==> src/sv/mmf_pkg.sv <==
// Package of the MTU message fragmenter: codes, constants, item and result types.
`timescale 1ns / 1ps

package mmf_pkg;

  localparam int FRAME_BUFFER_BYTES = 244;
  localparam int MAX_RESULTS        = 5;
  localparam int CNT_W              = $clog2(MAX_RESULTS + 1);

  localparam logic [15:0] MTU_RESET    = 16'd23;
  localparam logic [15:0] MTU_OVERHEAD = 16'd3;
  localparam logic [15:0] MIN_ROOM     = 16'd5;
  localparam logic [7:0]  FIRST_HDR    = 8'd5;
  localparam logic [7:0]  NEXT_HDR     = 8'd3;
  localparam logic [7:0]  MSG_TYPE     = 8'h02;
  localparam logic [7:0]  FLAG_FIRST   = 8'h01;
  localparam logic [7:0]  FLAG_LAST    = 8'h02;

  typedef enum logic [2:0] {
    KIND_START  = 3'd0,
    KIND_BYTE   = 3'd1,
    KIND_CONN   = 3'd2,
    KIND_DISC   = 3'd3,
    KIND_NOTIFY = 3'd4
  } kind_e;

  typedef enum logic [1:0] {
    ST_FRAME     = 2'd0,
    ST_NOT_READY = 2'd1,
    ST_MTU_SMALL = 2'd2
  } status_e;

  typedef struct packed {
    logic [2:0]  kind;
    logic [15:0] message_length;
    logic [7:0]  payload_byte;
    logic        connect_failed;
    logic        notify_enable;
  } item_t;

  typedef struct packed {
    logic [7:0] frame_byte;
    logic       frame_end;
    logic       message_end;
    status_e    status;
  } res_t;

  typedef struct packed {
    res_t [MAX_RESULTS-1:0] ent;
    logic [CNT_W-1:0]       count;
  } burst_t;

  function automatic res_t mk_res(logic [7:0] b, logic fend, logic mend, status_e st);
    res_t r;
    r.frame_byte  = b;
    r.frame_end   = fend;
    r.message_end = mend;
    r.status      = st;
    return r;
  endfunction

endpackage

==> src/sv/mmf_if.sv <==
// Channel interfaces of the fragmenter: input items, result items, MTU writes.
`timescale 1ns / 1ps

interface mmf_in_if;
  logic        valid;
  logic        ready;
  logic [2:0]  kind;
  logic [15:0] message_length;
  logic [7:0]  payload_byte;
  logic        connect_failed;
  logic        notify_enable;

  modport source (output valid, kind, message_length, payload_byte, connect_failed,
                  notify_enable, input ready);
  modport sink   (input valid, kind, message_length, payload_byte, connect_failed,
                  notify_enable, output ready);
endinterface

interface mmf_out_if;
  logic       valid;
  logic       ready;
  logic [7:0] frame_byte;
  logic       frame_end;
  logic       message_end;
  logic [1:0] status;
  logic       run_last;

  modport source (output valid, frame_byte, frame_end, message_end, status, run_last,
                  input ready);
  modport sink   (input valid, frame_byte, frame_end, message_end, status, run_last,
                  output ready);
endinterface

interface mmf_cfg_if;
  logic        valid;
  logic        ready;
  logic [15:0] data;

  modport source (output valid, data, input ready);
  modport sink   (input valid, data, output ready);
endinterface

==> src/sv/mtu_message_fragmenter.sv <==
// Top level of the MTU message fragmenter.
//
//   channel  modport  direction  carries
//   in_i     sink     in         kind, message_length, payload_byte, connect_failed,
//                                notify_enable
//   out_o    source   out        frame_byte, frame_end, message_end, status, run_last
//   cfg_i    sink     in         data: link_mtu
//
// A request is decoded in the cycle it is accepted; its results (0 to 5) load a
// five-entry output shift register and leave one per cycle while out_o is ready.
// A request giving N results holds in_i.ready low until its last result is being
// taken; a request giving zero results lets the next one follow in the next cycle.
// A stall on out_o holds the current result and keeps in_i.ready low.
// rst_ni clears all link and message state and sets link_mtu to 23; cfg_i is
// always ready.
`timescale 1ns / 1ps

module mtu_message_fragmenter #(
  parameter int FRAME_BUFFER_BYTES = mmf_pkg::FRAME_BUFFER_BYTES
) (
  input  logic      clk_i,
  input  logic      rst_ni,
  mmf_in_if.sink    in_i,
  mmf_out_if.source out_o,
  mmf_cfg_if.sink   cfg_i
);

  mmf_pkg::item_t  item;
  mmf_pkg::burst_t burst;
  mmf_pkg::res_t   res;
  logic            can_load;
  logic            fire;

  assign item.kind           = in_i.kind;
  assign item.message_length = in_i.message_length;
  assign item.payload_byte   = in_i.payload_byte;
  assign item.connect_failed = in_i.connect_failed;
  assign item.notify_enable  = in_i.notify_enable;

  assign in_i.ready  = can_load;
  assign fire        = in_i.valid && can_load;
  assign cfg_i.ready = 1'b1;

  mmf_core #(
    .FRAME_BUFFER_BYTES(FRAME_BUFFER_BYTES)
  ) u_core (
    .clk_i      (clk_i),
    .rst_ni     (rst_ni),
    .fire_i     (fire),
    .item_i     (item),
    .cfg_we_i   (cfg_i.valid),
    .cfg_data_i (cfg_i.data),
    .burst_o    (burst)
  );

  mmf_emit u_emit (
    .clk_i       (clk_i),
    .rst_ni      (rst_ni),
    .load_i      (fire),
    .burst_i     (burst),
    .out_ready_i (out_o.ready),
    .out_valid_o (out_o.valid),
    .out_res_o   (res),
    .out_last_o  (out_o.run_last),
    .can_load_o  (can_load)
  );

  assign out_o.frame_byte  = res.frame_byte;
  assign out_o.frame_end   = res.frame_end;
  assign out_o.message_end = res.message_end;
  assign out_o.status      = res.status;

endmodule

==> src/sv/mmf_core.sv <==
// Link state, message state and the result burst built for each accepted request.
`timescale 1ns / 1ps

module mmf_core #(
  parameter int FRAME_BUFFER_BYTES = mmf_pkg::FRAME_BUFFER_BYTES
) (
  input  logic            clk_i,
  input  logic            rst_ni,
  input  logic            fire_i,
  input  mmf_pkg::item_t  item_i,
  input  logic            cfg_we_i,
  input  logic [15:0]     cfg_data_i,
  output mmf_pkg::burst_t burst_o
);

  logic [15:0] mtu_q;
  logic        conn_q, conn_d;
  logic        notify_q, notify_d;
  logic [7:0]  seq_cnt_q, seq_cnt_d;
  logic        active_q, active_d;
  logic [15:0] remain_q, remain_d;
  logic [7:0]  cap_q, cap_d;
  logic [7:0]  room_left_q, room_left_d;
  logic [7:0]  cur_seq_q, cur_seq_d;

  logic [15:0] room;
  logic [7:0]  cap_new;
  logic [7:0]  fit_first;
  logic [7:0]  fit_next;
  logic [15:0] remain_dec;
  logic [7:0]  room_dec;
  logic [7:0]  flags;

  always_ff @(posedge clk_i or negedge rst_ni) begin
    if (!rst_ni) begin
      mtu_q       <= mmf_pkg::MTU_RESET;
      conn_q      <= 1'b0;
      notify_q    <= 1'b0;
      seq_cnt_q   <= '0;
      active_q    <= 1'b0;
      remain_q    <= '0;
      cap_q       <= '0;
      room_left_q <= '0;
      cur_seq_q   <= '0;
    end else begin
      if (cfg_we_i) begin
        mtu_q <= cfg_data_i;
      end
      if (fire_i) begin
        conn_q      <= conn_d;
        notify_q    <= notify_d;
        seq_cnt_q   <= seq_cnt_d;
        active_q    <= active_d;
        remain_q    <= remain_d;
        cap_q       <= cap_d;
        room_left_q <= room_left_d;
        cur_seq_q   <= cur_seq_d;
      end
    end
  end

  assign room       = (mtu_q > mmf_pkg::MTU_OVERHEAD) ? mtu_q - mmf_pkg::MTU_OVERHEAD : '0;
  assign cap_new    = (room > 16'(FRAME_BUFFER_BYTES)) ? 8'(FRAME_BUFFER_BYTES) : room[7:0];
  assign fit_first  = cap_new - mmf_pkg::FIRST_HDR;
  assign fit_next   = cap_q - mmf_pkg::NEXT_HDR;
  assign remain_dec = remain_q - 16'd1;
  assign room_dec   = (room_left_q != '0) ? room_left_q - 8'd1 : '0;

  always_comb begin
    conn_d      = conn_q;
    notify_d    = notify_q;
    seq_cnt_d   = seq_cnt_q;
    active_d    = active_q;
    remain_d    = remain_q;
    cap_d       = cap_q;
    room_left_d = room_left_q;
    cur_seq_d   = cur_seq_q;
    flags       = '0;
    burst_o     = '0;

    unique case (mmf_pkg::kind_e'(item_i.kind))
      mmf_pkg::KIND_START: begin
        active_d = 1'b0;
        if (!(conn_q && notify_q)) begin
          burst_o.ent[0] = mmf_pkg::mk_res('0, 1'b0, 1'b0, mmf_pkg::ST_NOT_READY);
          burst_o.count  = mmf_pkg::CNT_W'(1);
        end else begin
          cur_seq_d = seq_cnt_q;
          seq_cnt_d = seq_cnt_q + 8'd1;
          if (room <= mmf_pkg::MIN_ROOM) begin
            burst_o.ent[0] = mmf_pkg::mk_res('0, 1'b0, 1'b0, mmf_pkg::ST_MTU_SMALL);
            burst_o.count  = mmf_pkg::CNT_W'(1);
          end else if (item_i.message_length != '0) begin
            cap_d    = cap_new;
            remain_d = item_i.message_length;
            active_d = 1'b1;
            // whole message fits the first frame: mark it last
            if (item_i.message_length <= {8'd0, fit_first}) begin
              room_left_d = item_i.message_length[7:0];
              flags       = mmf_pkg::FLAG_FIRST | mmf_pkg::FLAG_LAST;
            end else begin
              room_left_d = fit_first;
              flags       = mmf_pkg::FLAG_FIRST;
            end
            burst_o.ent[0] = mmf_pkg::mk_res(mmf_pkg::MSG_TYPE, 1'b0, 1'b0,
                                             mmf_pkg::ST_FRAME);
            burst_o.ent[1] = mmf_pkg::mk_res(flags, 1'b0, 1'b0, mmf_pkg::ST_FRAME);
            burst_o.ent[2] = mmf_pkg::mk_res(seq_cnt_q, 1'b0, 1'b0, mmf_pkg::ST_FRAME);
            burst_o.ent[3] = mmf_pkg::mk_res(item_i.message_length[7:0], 1'b0, 1'b0,
                                             mmf_pkg::ST_FRAME);
            burst_o.ent[4] = mmf_pkg::mk_res(item_i.message_length[15:8], 1'b0, 1'b0,
                                             mmf_pkg::ST_FRAME);
            burst_o.count  = mmf_pkg::CNT_W'(5);
          end
        end
      end
      mmf_pkg::KIND_BYTE: begin
        if (active_q) begin
          remain_d    = remain_dec;
          room_left_d = room_dec;
          if (remain_dec == '0) begin
            active_d       = 1'b0;
            room_left_d    = '0;
            burst_o.ent[0] = mmf_pkg::mk_res(item_i.payload_byte, 1'b1, 1'b1,
                                             mmf_pkg::ST_FRAME);
            burst_o.count  = mmf_pkg::CNT_W'(1);
          end else if (room_dec == '0) begin
            // frame full: close it and open the next one right away
            if (remain_dec <= {8'd0, fit_next}) begin
              room_left_d = remain_dec[7:0];
              flags       = mmf_pkg::FLAG_LAST;
            end else begin
              room_left_d = fit_next;
            end
            burst_o.ent[0] = mmf_pkg::mk_res(item_i.payload_byte, 1'b1, 1'b0,
                                             mmf_pkg::ST_FRAME);
            burst_o.ent[1] = mmf_pkg::mk_res(mmf_pkg::MSG_TYPE, 1'b0, 1'b0,
                                             mmf_pkg::ST_FRAME);
            burst_o.ent[2] = mmf_pkg::mk_res(flags, 1'b0, 1'b0, mmf_pkg::ST_FRAME);
            burst_o.ent[3] = mmf_pkg::mk_res(cur_seq_q, 1'b0, 1'b0, mmf_pkg::ST_FRAME);
            burst_o.count  = mmf_pkg::CNT_W'(4);
          end else begin
            burst_o.ent[0] = mmf_pkg::mk_res(item_i.payload_byte, 1'b0, 1'b0,
                                             mmf_pkg::ST_FRAME);
            burst_o.count  = mmf_pkg::CNT_W'(1);
          end
        end
      end
      mmf_pkg::KIND_CONN: begin
        if (!item_i.connect_failed) begin
          conn_d = 1'b1;
        end
      end
      mmf_pkg::KIND_DISC: begin
        conn_d   = 1'b0;
        notify_d = 1'b0;
      end
      mmf_pkg::KIND_NOTIFY: begin
        notify_d = item_i.notify_enable;
      end
      default: begin
      end
    endcase
  end

endmodule

==> src/sv/mmf_emit.sv <==
// Result shift register: holds one burst and hands its entries out one per cycle while the output is ready.
`timescale 1ns / 1ps

module mmf_emit (
  input  logic                        clk_i,
  input  logic                        rst_ni,
  input  logic                        load_i,
  input  mmf_pkg::burst_t             burst_i,
  input  logic                        out_ready_i,
  output logic                        out_valid_o,
  output mmf_pkg::res_t               out_res_o,
  output logic                        out_last_o,
  output logic                        can_load_o
);

  mmf_pkg::res_t [mmf_pkg::MAX_RESULTS-1:0] ent_q;
  logic [mmf_pkg::CNT_W-1:0]                left_q;
  logic                                     take;

  assign out_valid_o = (left_q != '0);
  assign out_res_o   = ent_q[0];
  assign out_last_o  = (left_q == mmf_pkg::CNT_W'(1));
  assign take        = out_valid_o && out_ready_i;
  // take a new request when empty or while the final entry of the burst leaves
  assign can_load_o  = !out_valid_o || (take && out_last_o);

  always_ff @(posedge clk_i or negedge rst_ni) begin
    if (!rst_ni) begin
      left_q <= '0;
    end else if (load_i) begin
      left_q <= burst_i.count;
    end else if (take) begin
      left_q <= left_q - mmf_pkg::CNT_W'(1);
    end
  end

  always_ff @(posedge clk_i) begin
    if (load_i) begin
      ent_q <= burst_i.ent;
    end else if (take) begin
      for (int i = 0; i < mmf_pkg::MAX_RESULTS - 1; i++) begin
        ent_q[i] <= ent_q[i+1];
      end
    end
  end

endmodule

==> src/flat_wrapper.sv <==
// flat-port wrapper written by rule: the top's interface ports become plain ports
module mtu_message_fragmenter_flat 
#(
  parameter int FRAME_BUFFER_BYTES = mmf_pkg::FRAME_BUFFER_BYTES
)
  (clk_i, rst_ni, in_i_valid, in_i_kind, in_i_message_length, in_i_payload_byte, in_i_connect_failed, in_i_notify_enable, in_i_ready, out_o_valid, out_o_frame_byte, out_o_frame_end, out_o_message_end, out_o_status, out_o_run_last, out_o_ready, cfg_i_valid, cfg_i_data, cfg_i_ready);
  mmf_in_if in_i_i ();
  mmf_out_if out_o_i ();
  mmf_cfg_if cfg_i_i ();
  input  logic clk_i;
  input  logic rst_ni;
  input wire logic [$bits(in_i_i.valid)-1:0] in_i_valid;
  input wire logic [$bits(in_i_i.kind)-1:0] in_i_kind;
  input wire logic [$bits(in_i_i.message_length)-1:0] in_i_message_length;
  input wire logic [$bits(in_i_i.payload_byte)-1:0] in_i_payload_byte;
  input wire logic [$bits(in_i_i.connect_failed)-1:0] in_i_connect_failed;
  input wire logic [$bits(in_i_i.notify_enable)-1:0] in_i_notify_enable;
  output wire logic [$bits(in_i_i.ready)-1:0] in_i_ready;
  output wire logic [$bits(out_o_i.valid)-1:0] out_o_valid;
  output wire logic [$bits(out_o_i.frame_byte)-1:0] out_o_frame_byte;
  output wire logic [$bits(out_o_i.frame_end)-1:0] out_o_frame_end;
  output wire logic [$bits(out_o_i.message_end)-1:0] out_o_message_end;
  output wire logic [$bits(out_o_i.status)-1:0] out_o_status;
  output wire logic [$bits(out_o_i.run_last)-1:0] out_o_run_last;
  input wire logic [$bits(out_o_i.ready)-1:0] out_o_ready;
  input wire logic [$bits(cfg_i_i.valid)-1:0] cfg_i_valid;
  input wire logic [$bits(cfg_i_i.data)-1:0] cfg_i_data;
  output wire logic [$bits(cfg_i_i.ready)-1:0] cfg_i_ready;
  assign in_i_i.valid = in_i_valid;
  assign in_i_i.kind = in_i_kind;
  assign in_i_i.message_length = in_i_message_length;
  assign in_i_i.payload_byte = in_i_payload_byte;
  assign in_i_i.connect_failed = in_i_connect_failed;
  assign in_i_i.notify_enable = in_i_notify_enable;
  assign in_i_ready = in_i_i.ready;
  assign out_o_valid = out_o_i.valid;
  assign out_o_frame_byte = out_o_i.frame_byte;
  assign out_o_frame_end = out_o_i.frame_end;
  assign out_o_message_end = out_o_i.message_end;
  assign out_o_status = out_o_i.status;
  assign out_o_run_last = out_o_i.run_last;
  assign out_o_i.ready = out_o_ready;
  assign cfg_i_i.valid = cfg_i_valid;
  assign cfg_i_i.data = cfg_i_data;
  assign cfg_i_ready = cfg_i_i.ready;
  mtu_message_fragmenter #(.FRAME_BUFFER_BYTES(FRAME_BUFFER_BYTES)) u_core (.clk_i(clk_i), .rst_ni(rst_ni), .in_i(in_i_i), .out_o(out_o_i), .cfg_i(cfg_i_i));
endmodule
==> config.mk <==
export PLATFORM = sky130hd
export DESIGN_NAME = mtu_message_fragmenter_flat
export DESIGN_NICKNAME = d
export VERILOG_FILES = /design/src/sv/mmf_pkg.sv /design/src/sv/mmf_if.sv /design/src/sv/mtu_message_fragmenter.sv /design/src/sv/mmf_core.sv /design/src/sv/mmf_emit.sv /design/src/flat_wrapper.sv
export SDC_FILE = /design/constraint.sdc
export NUM_CORES = 1
export LEC_CHECK = 0
export ABC_AREA = 0
export CAP_MARGIN = 20
export CORE_UTILIZATION = 50
export CTS_BUF_LIST = sky130_fd_sc_hd__clkbuf_16
export DETAILED_ROUTE_END_ITERATION = 16
export DONT_BUFFER_PORTS = 1
export PLACE_DENSITY = 0.68
export SYNTH_ARGS = -nofsm -noshare
export SYNTH_HDL_FRONTEND = slang
export SYNTH_HIERARCHICAL = 1
export SYNTH_SLANG_ARGS = --single-unit
export TNS_END_PERCENT = 100
==> constraint.sdc <==
create_clock -name clk_i -period 4.86 [get_ports clk_i]
set_clock_uncertainty 0.05 [all_clocks]
set_input_delay 0.486 -clock clk_i [delete_from_list [all_inputs] [get_ports clk_i]]
set_output_delay 0.486 -clock clk_i [all_outputs]
set_load 0.02 [all_outputs]
**Word-level counts from Yosys, hierarchy flattened**

Index checks and enable logic that the tools add are counted.

- Flip-flop bits (word level): 130
- Latch bits: 0
- Memory bits (writable): 0
- Bits in read-only memories: 0
- Output and inout port bits: 16
- Word-level logic and storage cells: 123
- Memories kept: 0

- Add/sub/neg operators: 7
- Multiply operators: 0
- Divide/modulo/power cells: 0
- Order comparisons: 5
- Eq/ne operators: 10
- Shift operators: 0
- Mux-type cells: 43
- Bitwise operators: 4
- Reductions and logical operators: 24

Operators with widths:

| operator | count |
|---|---|
| $mux 36 | 4 |
| $mux 51 | 2 |
| $pmux 51 s2 | 1 |
| $mux 48 | 2 |
| $mux 16 | 5 |
| $mux 8 | 10 |
| $le 16x8->1 | 2 |
| $pmux 16 s2 | 1 |
| $mux 15 | 2 |
| $gt 16x2->1 const B | 1 |
| $gt 16x8->1 const B | 1 |
| $le 16x3->1 const B | 1 |
| $logic_not 16->1 | 1 |
| $pmux 8 s2 | 1 |
| $reduce_bool 16->1 | 1 |
| $sub 16x1->16 const B | 1 |
| $sub 16x2->16 const B | 1 |
| $mux 7 | 2 |
| $ne 2x2->1 const B | 5 |
| $add 8x1->8 const B | 1 |
| $logic_not 8->1 | 1 |
| $reduce_bool 2->1 | 4 |
| $reduce_bool 8->1 | 1 |
| $sub 8x1->8 const B | 1 |
| 22 further kinds | 41 |

**Longest topological paths before layout**

Gate-level depths: netlist of run 1.

- Depth after elaboration: 12
- Depth in mapped cells: 23

**Modules after synthesis**

The synthesis of run 1 kept the hierarchy.

Modules (own cells, without submodules):

| module | times used | cells an instance | area an instance (µm²) | sequential area each (µm²) |
|---|---|---|---|---|
| mmf_core | 1 | 634 | 5375.2 | 1681.6 |
| mmf_emit | 1 | 152 | 2787.7 | 1876.8 |
| mtu_message_fragmenter | 1 | 3 | 17.5 | 0.0 |

**Worst setup path after synthesis of run 1**

OpenSTA, ideal clock, no wires.

- Kind: reg-to-reg
- Start: reg u_core.u_core.mtu_q[0]
- End: reg u_core.u_core.room_left_q[7]
- Library setup time: 130 ps
- Arrival time: 4695 ps
- Data required time: 4680 ps
- Path slack: -15 ps
- Cell stages (with the launch flop): 22
- Path through: dfstp_2 -> ha_1 -> xor2_1 -> a21oi_1 -> nand2b_1 -> and4_1 -> or2_1 -> or3_1 -> ha_1 -> o21ai_0 -> nor2_1 -> xor2_1 -> nor3_1 -> ha_1 -> nand4_1 -> a21oi_1 -> a2111oi_0 -> o21ai_0 -> o21ai_0 -> a21oi_1 -> a31oi_1 -> a31oi_1

- Cells in the longest elaborated chain, start to end: 11
- Elaborated cells between the ends (all ways): 15

RTL lines:

| what | RTL line | source |
|---|---|---|
| start, declared | mmf_core.sv:16 | `logic [15:0] mtu_q;` |
| start signal, assigned | mmf_core.sv:36 | `mtu_q <= mmf_pkg::MTU_RESET;` |
| start signal, assigned | mmf_core.sv:47 | `mtu_q <= cfg_data_i;` |
| $sub 16x2->16 or $gt 16x2->1 (tied branches) | mmf_core.sv:62 | `assign room = (mtu_q > mmf_pkg::MTU_OVERHEAD) ? mtu_q - mmf_pkg::MTU_OVERHEAD : '0;` |
| $mux 16 * | mmf_core.sv:62 |  |
| $gt 16x8->1 | mmf_core.sv:63 | `assign cap_new = (room > 16'(FRAME_BUFFER_BYTES)) ? 8'(FRAME_BUFFER_BYTES) : room[7:0];` |
| $mux 8 | mmf_core.sv:63 |  |
| $sub 8x3->8 | mmf_core.sv:64 | `assign fit_first = cap_new - mmf_pkg::FIRST_HDR;` |
| $le 16x8->1 | mmf_core.sv:98 | `if (item_i.message_length <= {8'd0, fit_first}) begin` |
| $mux 8 | mmf_core.sv:98 |  |
| $mux 8 | mmf_core.sv:93 | `end else if (item_i.message_length != '0) begin` |
| $mux 8 | mmf_core.sv:90 | `if (room <= mmf_pkg::MIN_ROOM) begin` |
| $mux 8 | mmf_core.sv:84 | `if (!(conn_q && notify_q)) begin` |
| $pmux 8 s2 | mmf_core.sv:81 | `unique case (mmf_pkg::kind_e'(item_i.kind))` |
| end signal, assigned | mmf_core.sv:56 | `room_left_q <= room_left_d;` |
| end, declared | mmf_core.sv:23 | `logic [7:0] room_left_q, room_left_d;` |

Mark *: on every way between the ends. The rest lies on a longest branch, timed or not. The select of a mux whose other input is x is not followed.
A chain may end at the register's enable or synchronous reset.

**Final worst setup path of run 1**

- Start: reg u_core.u_core.mtu_q[3]
- End: reg u_core.u_core.room_left_q[2]

Same word-level chain as after synthesis.

==> impl_metrics.yaml, run 1 <==
synth:
  synthFlopType: "dfrtp_1"
  async_reset_ff_share_pct: 53.8
  synth_edf_count: 60
  synth_area_per_cell_sq_um: 10.4
  yosysWarnings: 6
  synth.ff_latch_count: 130
  ys_seq_area_share_pct: 43.5
  synth_area_sq_um: 8180
  synthDistinctLibCells: 78
  postSynthCellCount: 789
setup_path:
  rrSetupSlack_ns: 0.27
  setup.worst_path.class: "flip-flop to flip-flop"
  cp-endpoint: "u_core/u_core/room_left_q[2]"
  r2r-end: "u_core/u_core/room_left_q[2]"
  critical_path.slowest_cell: "dfrtp_1"
  rr_worst_depth: 19
  r2r_start: "u_core/u_core/mtu_q[3]"
  crit_path_start: "u_core/u_core/mtu_q[3]"
  cp-end-kind: "flip-flop"
  cp_num_cells: 19
  cpPeakStageDelay_ns: 0.41
  path_delay_family: "compound AO/OA/AOI/OAI gates"
  cp_max_fo: 5
  cp.arrival_ns: 4.85
  cp_cell_sequence: "nor4_4 -> a41oi_1 -> o311ai_1 -> nand4b_1 -> or2_1 -> or3_1 -> ha_1 -> o21ai_1 -> nor2_1 -> xor2_1 -> nor3_2 -> ha_1 -> nand2_1 -> nor2_1 -> a2111oi_4 -> o21a_2 -> o21ai_1 -> a32o_1 -> a21o_1"
  worstPathRequired_ns: 5.12
  cp_num_buf_inv: 0
  startpoint_type: "flip-flop"
placement:
  place_inst: 976
  dp_hpwl_mm: 13.4
  routabilityCongestion: 0.935
  port_buffers: 0
  dp_slack_ns: -0.214
die:
  rows: 46
  dieWidth_um: 130
  start_util_pct: 51.3
  die_y_um: 130
  coreArea_sq_um: 15900
  boundaryPins: 66
  die_area_sq_um: 16900
clocking:
  cts-htree-levels: 4
  cts_buffers: 17
  path_clk_slew_ns: 0.06
  ctsRootBufferMaster: "clkbuf_16"
  cts.sinks: 130
  tritoncts: "yes"
  insertion_delay_ns: 0.42
  clock_path_buffers: 2
global_route:
  grt_pass1_wl_mm: 30.1
  grt_max_degree: 71
  grtUsageTotal_pct: 23.6
  antenna_found_initial: 1
  first_global_vias: 5814
  overflow: 0
cells_and_area:
  area_delta_synth_final_pct: 8.52
  fillers: 1384
  final_cell_mix: "nand2_1, dfrtp_1, edfxtp_1, nor2_1, mux2_2"
  drive_gt1_share_pct: 20.2
  finalNetCount: 860
  fin_cells: 1012
  insertedDiodeCount: 0
  final_common_cell: "nand2_1"
power_and_ir_drop:
  seq_power_share_pct: 45.6
  ir_worst_vdd_mv: 0.407
  p_switching_uw: 1170
  power_density_nw_per_um2: 435
  sw_frac_of_total_pct: 30.4
  combPwrFrac_pct: 24.1
  leakage_uw: 0.00366
  p_clk_share_pct: 30.3
  p_int_uw: 2690
drt:
  drt-initial-drc-count: 571
  dr.pass1.iters: 5
  wirelength_mm: 19.1
  ant_nets: 0
  viasPerCell: 5.91
  drc_errors: 0
  route.detailed.wl_per_inst_um: 18.9
  dr_total_vias: 5982
sta:
  fin_crit_sh_pct: 94.4
  min_period_ns: 4.59
  fmax_mhz: 218
  drv_slew: 0
  setup_viol: 0
  tightest_slew_ns: 0.985
  slew_headroom_pct: 34.3
  hold_violations: 0
  setup_slack_ns: 0.274
run_status:
  outcome: "finished clean"
run:
  cap_violations: 0
hold_path:
  hp-class: "input port to flip-flop"
[how the worst min path moves through the flow]
stage,from,end,slack (ns),depth (start not counted)
2_1_floorplan,rst_ni,u_core/u_core/active_q,0.14,0
3_3_place_gp,rst_ni,u_core/u_core/room_left_q[5],0.14,0
3_5_place_dp,rst_ni,u_core/u_core/room_left_q[6],0.14,0
4_1_cts,in_i_kind[0],u_core/u_core/conn_q,0.09,1
5_1_grt,in_i_kind[0],u_core/u_core/conn_q,0.08,1
6_report,in_i_kind[0],u_core/u_core/conn_q,0.10,1
[timing repair]
item / 4_1_cts / 5_1_grt
gates cloned: 0 / 0
endpoints found under the hold margin: 70 / 0
hold buffers: 2 / 0
setup buffers: 0 / 1
pin swaps: 1 / 4
resized for setup: 4 / 13
endpoints found under the setup margin: 8 / 9
[cells in the mapped netlist (12+ instances only)]
master / number / area (sq um)
ha_1: 27 / 338
inv_1: 21 / 78.8
xor2_1: 15 / 131
buf_2: 12 / 60.1
o21ai_0: 38 / 190
clkbuf_1: 17 / 63.8
and2_1: 19 / 119
buf_4: 38 / 285
dfrtp_1: 66 / 1650
xnor2_1: 22 / 193
nand2_1: 83 / 312
nor3_1: 23 / 115
nand3_1: 20 / 100
nor2_1: 52 / 195
mux2_2: 44 / 495
edfxtp_1: 60 / 1800
a21oi_1: 30 / 150
mux2_4: 20 / 300
[cells by family after synthesis]
kind of cell,Yosys count,synth area share [%]
multiplexers,70,10.5
AO/OA/AOI/OAI,155,13.1
buffers and inverters,95,6.93
adder cells (fa/ha/maj),27,4.13
XOR/XNOR,38,4.16
other,2,0.0918
AND/OR/NAND/NOR,272,17.7
flip-flops,130,43.5
[sequential cells by signal, indices dropped and copies added, names as in the netlist, 3 cells and up]
| signal | flops |
|---|---|
| u_core/u_core/remain_q | 16 |
| u_core/u_emit/out_res_o | 12 |
| u_core/u_core/cap_q | 8 |
| u_core/u_emit/left_q | 3 |
| u_core/u_core/room_left_q | 8 |
| u_core/u_core/seq_cnt_q | 8 |
| u_core/u_core/cur_seq_q | 8 |
| u_core/u_emit/ent_q | 48 |
| u_core/u_core/mtu_q | 16 |
[worst register-to-register path: stages, from the launching register on]
cell and delay (ns):
dfrtp_1 0.41, nor4_4 0.37, a41oi_1 0.17, o311ai_1 0.33
nand4b_1 0.17, or2_1 0.27, or3_1 0.35, ha_1 0.26
o21ai_1 0.18, nor2_1 0.07, xor2_1 0.15, nor3_2 0.16
ha_1 0.27, nand2_1 0.07, nor2_1 0.06, a2111oi_4 0.36
o21a_2 0.25, o21ai_1 0.12, a32o_1 0.27, a21o_1 0.14
[through the flow]
step	cell area, sq um	total power (uW)	util (%)	setup TNS [ns]	hold WS [ns]
2_1_floorplan	8260	2600	-	0	0.140
3_3_place_gp	8220	2640	51.5	-0.192	0.144
3_5_place_dp	8220	2690	51.6	-0.935	0.144
4_1_cts	8800	3880	55.2	0	0.0935
5_1_grt	8880	4050	55.7	-0.0277	0.0826
6_report	8880	3860	55.7	0	0.104
[cell type report]
class | count | area, sq um | share of cell area [%]
sequential | 130 | 3560 | 40.1
inverter | 21 | 78.8 | 0.888
tap | 216 | 270 | 3.04
clock inverter | 15 | 104 | 1.17
multi-input combinational | 586 | 4220 | 47.5
clock buffer | 17 | 425 | 4.79
timing repair buffer | 27 | 223 | 2.51
[power groups by stage]
stage               logic (uW)  registers, uW  clock network, uW
finish                     931           1760               1170
global route              1020           1800               1240
CTS                        931           1760               1190
detailed placement         909           1780                  0
global placement           876           1770                  0
floorplan                  934           1660                  0
[routing by layer]
metal,vias to the layer above,wire length (um),GRT usage (%)
li1,2800,-,-
met1,2904,8130,29.7
met2,246,9170,37.8
met3,32,1480,7.54
met4,0,324,8.89
met5,-,0,0
(Power assumes the default switching activity.)
==> inputs of run 2 (changes only) <==
--- a/config.mk
+++ b/config.mk
@@ -7,11 +7,11 @@
 export LEC_CHECK = 0
 export ABC_AREA = 0
 export CAP_MARGIN = 20
-export CORE_UTILIZATION = 50
+export CORE_UTILIZATION = 59
 export CTS_BUF_LIST = sky130_fd_sc_hd__clkbuf_16
 export DETAILED_ROUTE_END_ITERATION = 16
 export DONT_BUFFER_PORTS = 1
-export PLACE_DENSITY = 0.68
+export PLACE_DENSITY = 0.78
 export SYNTH_ARGS = -nofsm -noshare
 export SYNTH_HDL_FRONTEND = slang
 export SYNTH_HIERARCHICAL = 1
==> run 2 against run 1 <==
  * First-iteration DRC count increased by 1.8%
  * Sequential cell count unchanged
  * Critical path depth increased by 3
  * Clock power increased by 8%
  * Count of clock-buffer cells in the layout unchanged
  * Critical path type unchanged
  * Critical endpoint unchanged
==> impl_metrics.yaml, run 2 (synthesized netlist as in run 1, its figures left out) <==
sta:
  slew_headroom_pct: 36.4
  setup_viol: 0
  min_period_ns: 4.62
  hold_slack_ns: 0.111
  hold_violations: 0
  fin_crit_sh_pct: 95.1
  setup_tns_ns: 0
  drv_slew: 0
  tightest_slew_ns: 0.948
  fmax_mhz: 216
die:
  boundaryPins: 66
  die_y_um: 120
  die_area_sq_um: 14300
  rows: 42
  dieWidth_um: 120
  start_util_pct: 61.0
  coreArea_sq_um: 13400
cells_and_area:
  fillers: 1046
  final_cell_mix: "nand2_1, dfrtp_1, edfxtp_1, nor2_1, mux2_2"
  multiInputGateArea_sq_um: 4210
  area_delta_synth_final_pct: 8.90
  drive_gt1_share_pct: 20.3
  final_common_cell: "nand2_1"
  largest_register_ffs: 48
  top_register: "u_core/u_emit/ent_q"
  seq_area_sq_um: 3560
  reg.largest.list: "u_core/u_emit/ent_q (48), u_core/u_core/mtu_q (16), u_core/u_core/remain_q (16)"
  finalNetCount: 862
  insertedDiodeCount: 0
global_route:
  grtUsageTotal_pct: 27.7
  overflow: 0
  grt_max_degree: 71
  grt_pass1_wl_mm: 30.4
  first_global_vias: 5875
  antenna_found_initial: 0
clocking:
  ctsRootBufferMaster: "clkbuf_16"
  path_clk_slew_ns: 0.06
  cts-htree-levels: 4
  cts.sinks: 130
  tritoncts: "yes"
  clock_path_buffers: 2
  insertion_delay_ns: 0.41
  cts_buffers: 17
drt:
  ant_nets: 0
  drt-initial-drc-count: 581
  top_layer: "met4"
  met1Wirelength_mm: 8.15
  wl_met2_mm: 9.26
  route.detailed.wl_per_inst_um: 19.7
  dr.pass1.iters: 5
  dr_total_vias: 6097
  wirelength_mm: 19.2
  route.met3.wl_mm: 1.37
  viasPerCell: 6.26
  drc_errors: 0
placement:
  dp_hpwl_mm: 13.2
  port_buffers: 0
  routabilityCongestion: 0.908
setup_path:
  startpoint_type: "flip-flop"
  cp_max_fo: 7
  worstPathRequired_ns: 5.11
  setup.worst_path.class: "flip-flop to flip-flop"
  cp.arrival_ns: 4.87
  cp-end-kind: "flip-flop"
power_and_ir_drop:
  ir_worst_vdd_mv: 0.385
  power_density_nw_per_um2: 447
  leakage_uw: 0.00371
run:
  cap_violations: 0
hold_path:
  hp-class: "input port to flip-flop"
run_status:
  outcome: "finished clean"
run 2: where the power goes:
group	internal, uW	switching, uW	leakage (uW)
clock network	793	466	0.000291
logic	457	507	0.00193
registers	1560	199	0.00148
run 2: per-layer routing:
metal  up-vias  track usage, %
met5         -               0
met4         0            10.5
met3        37            6.89
met2       274            44.1
met1      2975            36.4
li1       2811               -
run 2: layout make-up:
cell class              instances  share of cell area [%]
clock buffers                  17                    4.78
clock inverters                15                    1.71
inverters                      21                   0.885
multi-input cells             586                    47.3
flip-flops and latches        130                    39.9
well taps                     176                    2.47
repair buffers                 29                    2.92
run 2: critical path, stage by stage, from the launching register on:
cell and delay [ns]:
dfstp_2 0.57, buf_4 0.17, and3b_1 0.20, a41oi_2 0.04
o311ai_1 0.32, nand4b_1 0.16, or2_1 0.24, or3_1 0.35
ha_2 0.22, o21ai_2 0.15, nor2_1 0.06, xor2_1 0.16
nor3_2 0.08, ha_1 0.30, nand4_1 0.15, a21oi_2 0.19
a2111oi_4 0.06, o21a_1 0.24, buf_4 0.16, a21oi_1 0.12
o21ai_1 0.10, a32o_1 0.27, a21o_1 0.14
run 2: what timing repair did:
item | in CTS | in global routing
endpoints found under the hold margin | 70 | 0
pin swaps | 2 | 10
buffers inserted | 2 | 3
gates resized for setup | 3 | 12
hold buffers | 2 | 0
endpoints found under the setup margin | 8 | 9
run 2: path summary, 6_finish.rpt:
kind / from / endpoint / slack, ns / cells past startpoint
max: u_core/u_core/mtu_q[0] / u_core/u_core/room_left_q[2] / 0.24 / 22
min: in_i_kind[0] / u_core/u_core/conn_q / 0.11 / 1
max reg2reg: u_core/u_core/mtu_q[0] / u_core/u_core/room_left_q[2] / 0.24 / 22
min reg2reg: u_core/u_core/cur_seq_q[3] / u_core/u_core/cur_seq_q[3] / 0.43 / 2
max in group asynchronous: rst_ni / u_core/u_core/mtu_q[0] / 3.82 / 2
min in group asynchronous: rst_ni / u_core/u_core/room_left_q[4] / 0.56 / 2
run 2: per-stage QoR:
stage / instance area, sq um / power [uW] / std cells / utilization, % / setup WS, ns
2_1_floorplan: 8260 / 2600 / 811 / - / 0.0832
3_3_place_gp: 8140 / 2630 / 932 / 60.8 / -0.0214
3_5_place_dp: 8180 / 2710 / 934 / 61.0 / -0.248
4_1_cts: 8820 / 3990 / 970 / 65.8 / 0.00470
5_1_grt: 8910 / 4160 / 974 / 66.5 / -0.00145
6_report: 8910 / 3990 / 974 / 66.5 / 0.238
==> inputs of run 3 (changes only) <==
--- a/config.mk
+++ b/config.mk
@@ -7,11 +7,11 @@
 export LEC_CHECK = 0
 export ABC_AREA = 0
 export CAP_MARGIN = 20
-export CORE_UTILIZATION = 59
+export CORE_UTILIZATION = 55
 export CTS_BUF_LIST = sky130_fd_sc_hd__clkbuf_16
 export DETAILED_ROUTE_END_ITERATION = 16
 export DONT_BUFFER_PORTS = 1
-export PLACE_DENSITY = 0.78
+export PLACE_DENSITY = 0.73
 export SYNTH_ARGS = -nofsm -noshare
 export SYNTH_HDL_FRONTEND = slang
 export SYNTH_HIERARCHICAL = 1
==> run 3 against run 2 <==
  * First-iteration DRC count decreased by 20%
  * Worst setup slack got worse by 0.044 ns
  * Critical path type unchanged
  * Critical path depth is 2 lower
  * Sequential share of layout area hardly changed
  * Critical endpoint is now u_core/u_emit/ent_q[17]
  * Die area up 7.1%
  * Largest cell class unchanged
  * Count of clock-buffer cells in the layout grew 4
  * Total power down 0.54%
  * Maximum frequency decreased by 0.95%
  * Design area barely moved
  * Highest routed layer unchanged
  * Core utilization is 5.2 points lower
  * Global-route usage down 1.4 points
==> impl_metrics.yaml, run 3 (synthesized netlist as in run 1, its figures left out) <==
cells_and_area:
  finalNetCount: 862
  fin_area_sq_um: 8910
  post-route-util_pct: 61.3
  area_delta_synth_final_pct: 8.95
  final_cell_mix: "nand2_1, dfrtp_1, edfxtp_1, nor2_1, mux2_2"
  fin_cells: 982
  insertedDiodeCount: 0
  final_common_cell: "nand2_1"
  drive_gt1_share_pct: 20.6
  fillers: 1197
  top_register: "u_core/u_emit/ent_q"
  reg.largest.list: "u_core/u_emit/ent_q (48), u_core/u_core/mtu_q (16), u_core/u_core/remain_q (16)"
  largest_register_ffs: 48
die:
  die_area_sq_um: 15400
  start_util_pct: 56.3
  coreArea_sq_um: 14500
  boundaryPins: 66
  dieWidth_um: 124
  die_y_um: 124
  rows: 44
power_and_ir_drop:
  p_clk_share_pct: 31.7
  seq_power_share_pct: 44.5
  sw_frac_of_total_pct: 30.0
  power_density_nw_per_um2: 445
  p_int_uw: 2780
  p_switching_uw: 1190
  leakage_uw: 0.00370
  combPwrFrac_pct: 23.8
  ir_worst_vdd_mv: 0.436
global_route:
  antenna_found_initial: 0
  grtUsageTotal_pct: 26.3
  overflow: 0
  grt_pass1_wl_mm: 30.1
  grt_max_degree: 71
  first_global_vias: 5799
setup_path:
  startpoint_type: "flip-flop"
  worstPathRequired_ns: 4.97
  rr_worst_depth: 20
  critical_path.slowest_cell: "nor4_1"
  cp.arrival_ns: 4.78
  cp_cell_sequence: "nor4_1 -> nand3_1 -> xor2_1 -> nand4b_1 -> or2_1 -> or3_1 -> ha_1 -> o21ai_1 -> nor2_1 -> xor2_1 -> nor3_2 -> ha_1 -> nand4_1 -> a21oi_2 -> a2111oi_4 -> o21a_1 -> buf_4 -> buf_4 -> a21o_1 -> mux2_2"
  setup.worst_path.class: "flip-flop to flip-flop"
  r2r_start: "u_core/u_core/mtu_q[2]"
  cpPeakStageDelay_ns: 0.46
  rrSetupSlack_ns: 0.19
  cp-end-kind: "flip-flop"
  cp_max_fo: 8
  r2r-end: "u_core/u_emit/ent_q[17]"
sta:
  min_period_ns: 4.67
  setup_viol: 0
  fmax_mhz: 214
  rsz0062_at_grt: "no"
  hold_slack_ns: 0.107
  fin_crit_sh_pct: 96.0
  slew_headroom_pct: 36.1
  tightest_slew_ns: 0.956
  drv_slew: 0
  hold_violations: 0
drt:
  ant_nets: 0
  route.detailed.wl_per_inst_um: 19.7
  dr_total_vias: 5973
  viasPerCell: 6.08
  drc_errors: 0
  dr.pass1.iters: 5
  drt-initial-drc-count: 462
  wirelength_mm: 19.3
clocking:
  path_clk_slew_ns: 0.06
  cts.sinks: 130
  clock_path_buffers: 2
  cts-htree-levels: 4
  ctsRootBufferMaster: "clkbuf_16"
  cts_buffers: 17
  tritoncts: "yes"
  insertion_delay_ns: 0.42
placement:
  dp_hpwl_mm: 13.4
  place_inst: 945
  port_buffers: 0
  place_area_sq_um: 8190
  routabilityCongestion: 0.941
hold_path:
  min_from: "in_i_kind[0]"
  hp-class: "input port to flip-flop"
  whs_endpoint: "u_core/u_core/conn_q"
  whs_path_depth: 1
run_status:
  outcome: "finished clean"
run:
  cap_violations: 0
==> run 3: changes by cell type in the layout (fill, tap and decap cells not counted), sizes merged <==
cell | previous run | this run
bufinv | 3 | 0
clkinv | 7 | 2
clkbuf | 17 | 21
inv | 24 | 26
clkinvlp | 2 | 4
==> run 3: layout make-up <==
type / count / area [sq um] / area share [%]
multi-input combinational: 586 / 4210 / 47.2
sequential: 130 / 3560 / 39.9
clock buffer: 21 / 526 / 5.90
timing repair buffer: 29 / 241 / 2.71
tap: 184 / 230 / 2.58
inverter: 21 / 78.8 / 0.884
clock inverter: 11 / 71.3 / 0.800
==> run 3: metal layers <==
layer | part of all wire, % | routed length [um] | GRT usage [%] | up-vias
met3 | 7.0 | 1360 | 6.41 | 40
li1 | - | - | - | 2801
met5 | 0 | 0 | 0 | -
met2 | 48 | 9250 | 42.5 | 232
met4 | 2.3 | 440 | 9.90 | 0
met1 | 43 | 8290 | 34.1 | 2900
==> run 3: worst max-delay path, delay by kind of cell (launching register included) <==
family	cells	cell delay (ns)
AND/OR/NAND/NOR	8	1.65
AO/OA/AOI/OAI	5	0.85
adder cells (fa/ha/maj)	2	0.55
flip-flops	1	0.43
XOR/XNOR	2	0.34
buffers and inverters	2	0.28
multiplexers	1	0.27
==> run 3: power by group through the flow <==
stage / Clock (uW) / Combinational (uW) / Sequential, uW
finish: 1260 / 943 / 1760
detailed placement: 0 / 914 / 1780
CTS: 1300 / 940 / 1760
global placement: 0 / 875 / 1760
global route: 1340 / 1030 / 1800
floorplan: 0 / 934 / 1660
==> run 3: repair_timing <==
item / in CTS / in global routing
pin swaps: 2 / 0
hold buffers: 2 / 0
gates resized for setup: 3 / 10
endpoints found under the setup margin: 6 / 9
setup buffers: 2 / 0
hold endpoints to repair: 70 / 0
==> run 3: how the worst max path moves through the flow <==
stage / start / endpoint / slack [ns] / depth (start not counted)
final: u_core/u_core/mtu_q[2] / u_core/u_emit/ent_q[17] / 0.19 / 20
after global placement: u_core/u_core/mtu_q[0] / u_core/u_core/room_left_q[1] / 0.07 / 21
after CTS: u_core/u_core/mtu_q[0] / u_core/u_core/room_left_q[6] / 0.04 / 21
after detailed placement: u_core/u_core/mtu_q[0] / u_core/u_core/room_left_q[1] / -0.16 / 21
after floorplan: u_core/u_core/mtu_q[0] / u_core/u_core/room_left_q[6] / 0.08 / 21
after global routing: u_core/u_core/mtu_q[3] / u_core/u_emit/ent_q[17] / 0.01 / 21
==> run 3: per-stage QoR <==
stage	setup TNS (ns)	worst slack, ns	total power, uW
after global routing	0	0.0101	4160
after global placement	0	0.0727	2640
after floorplan	0	0.0832	2600
after detailed placement	-0.531	-0.155	2690
final	0	0.194	3960
after CTS	0	0.0352	4000
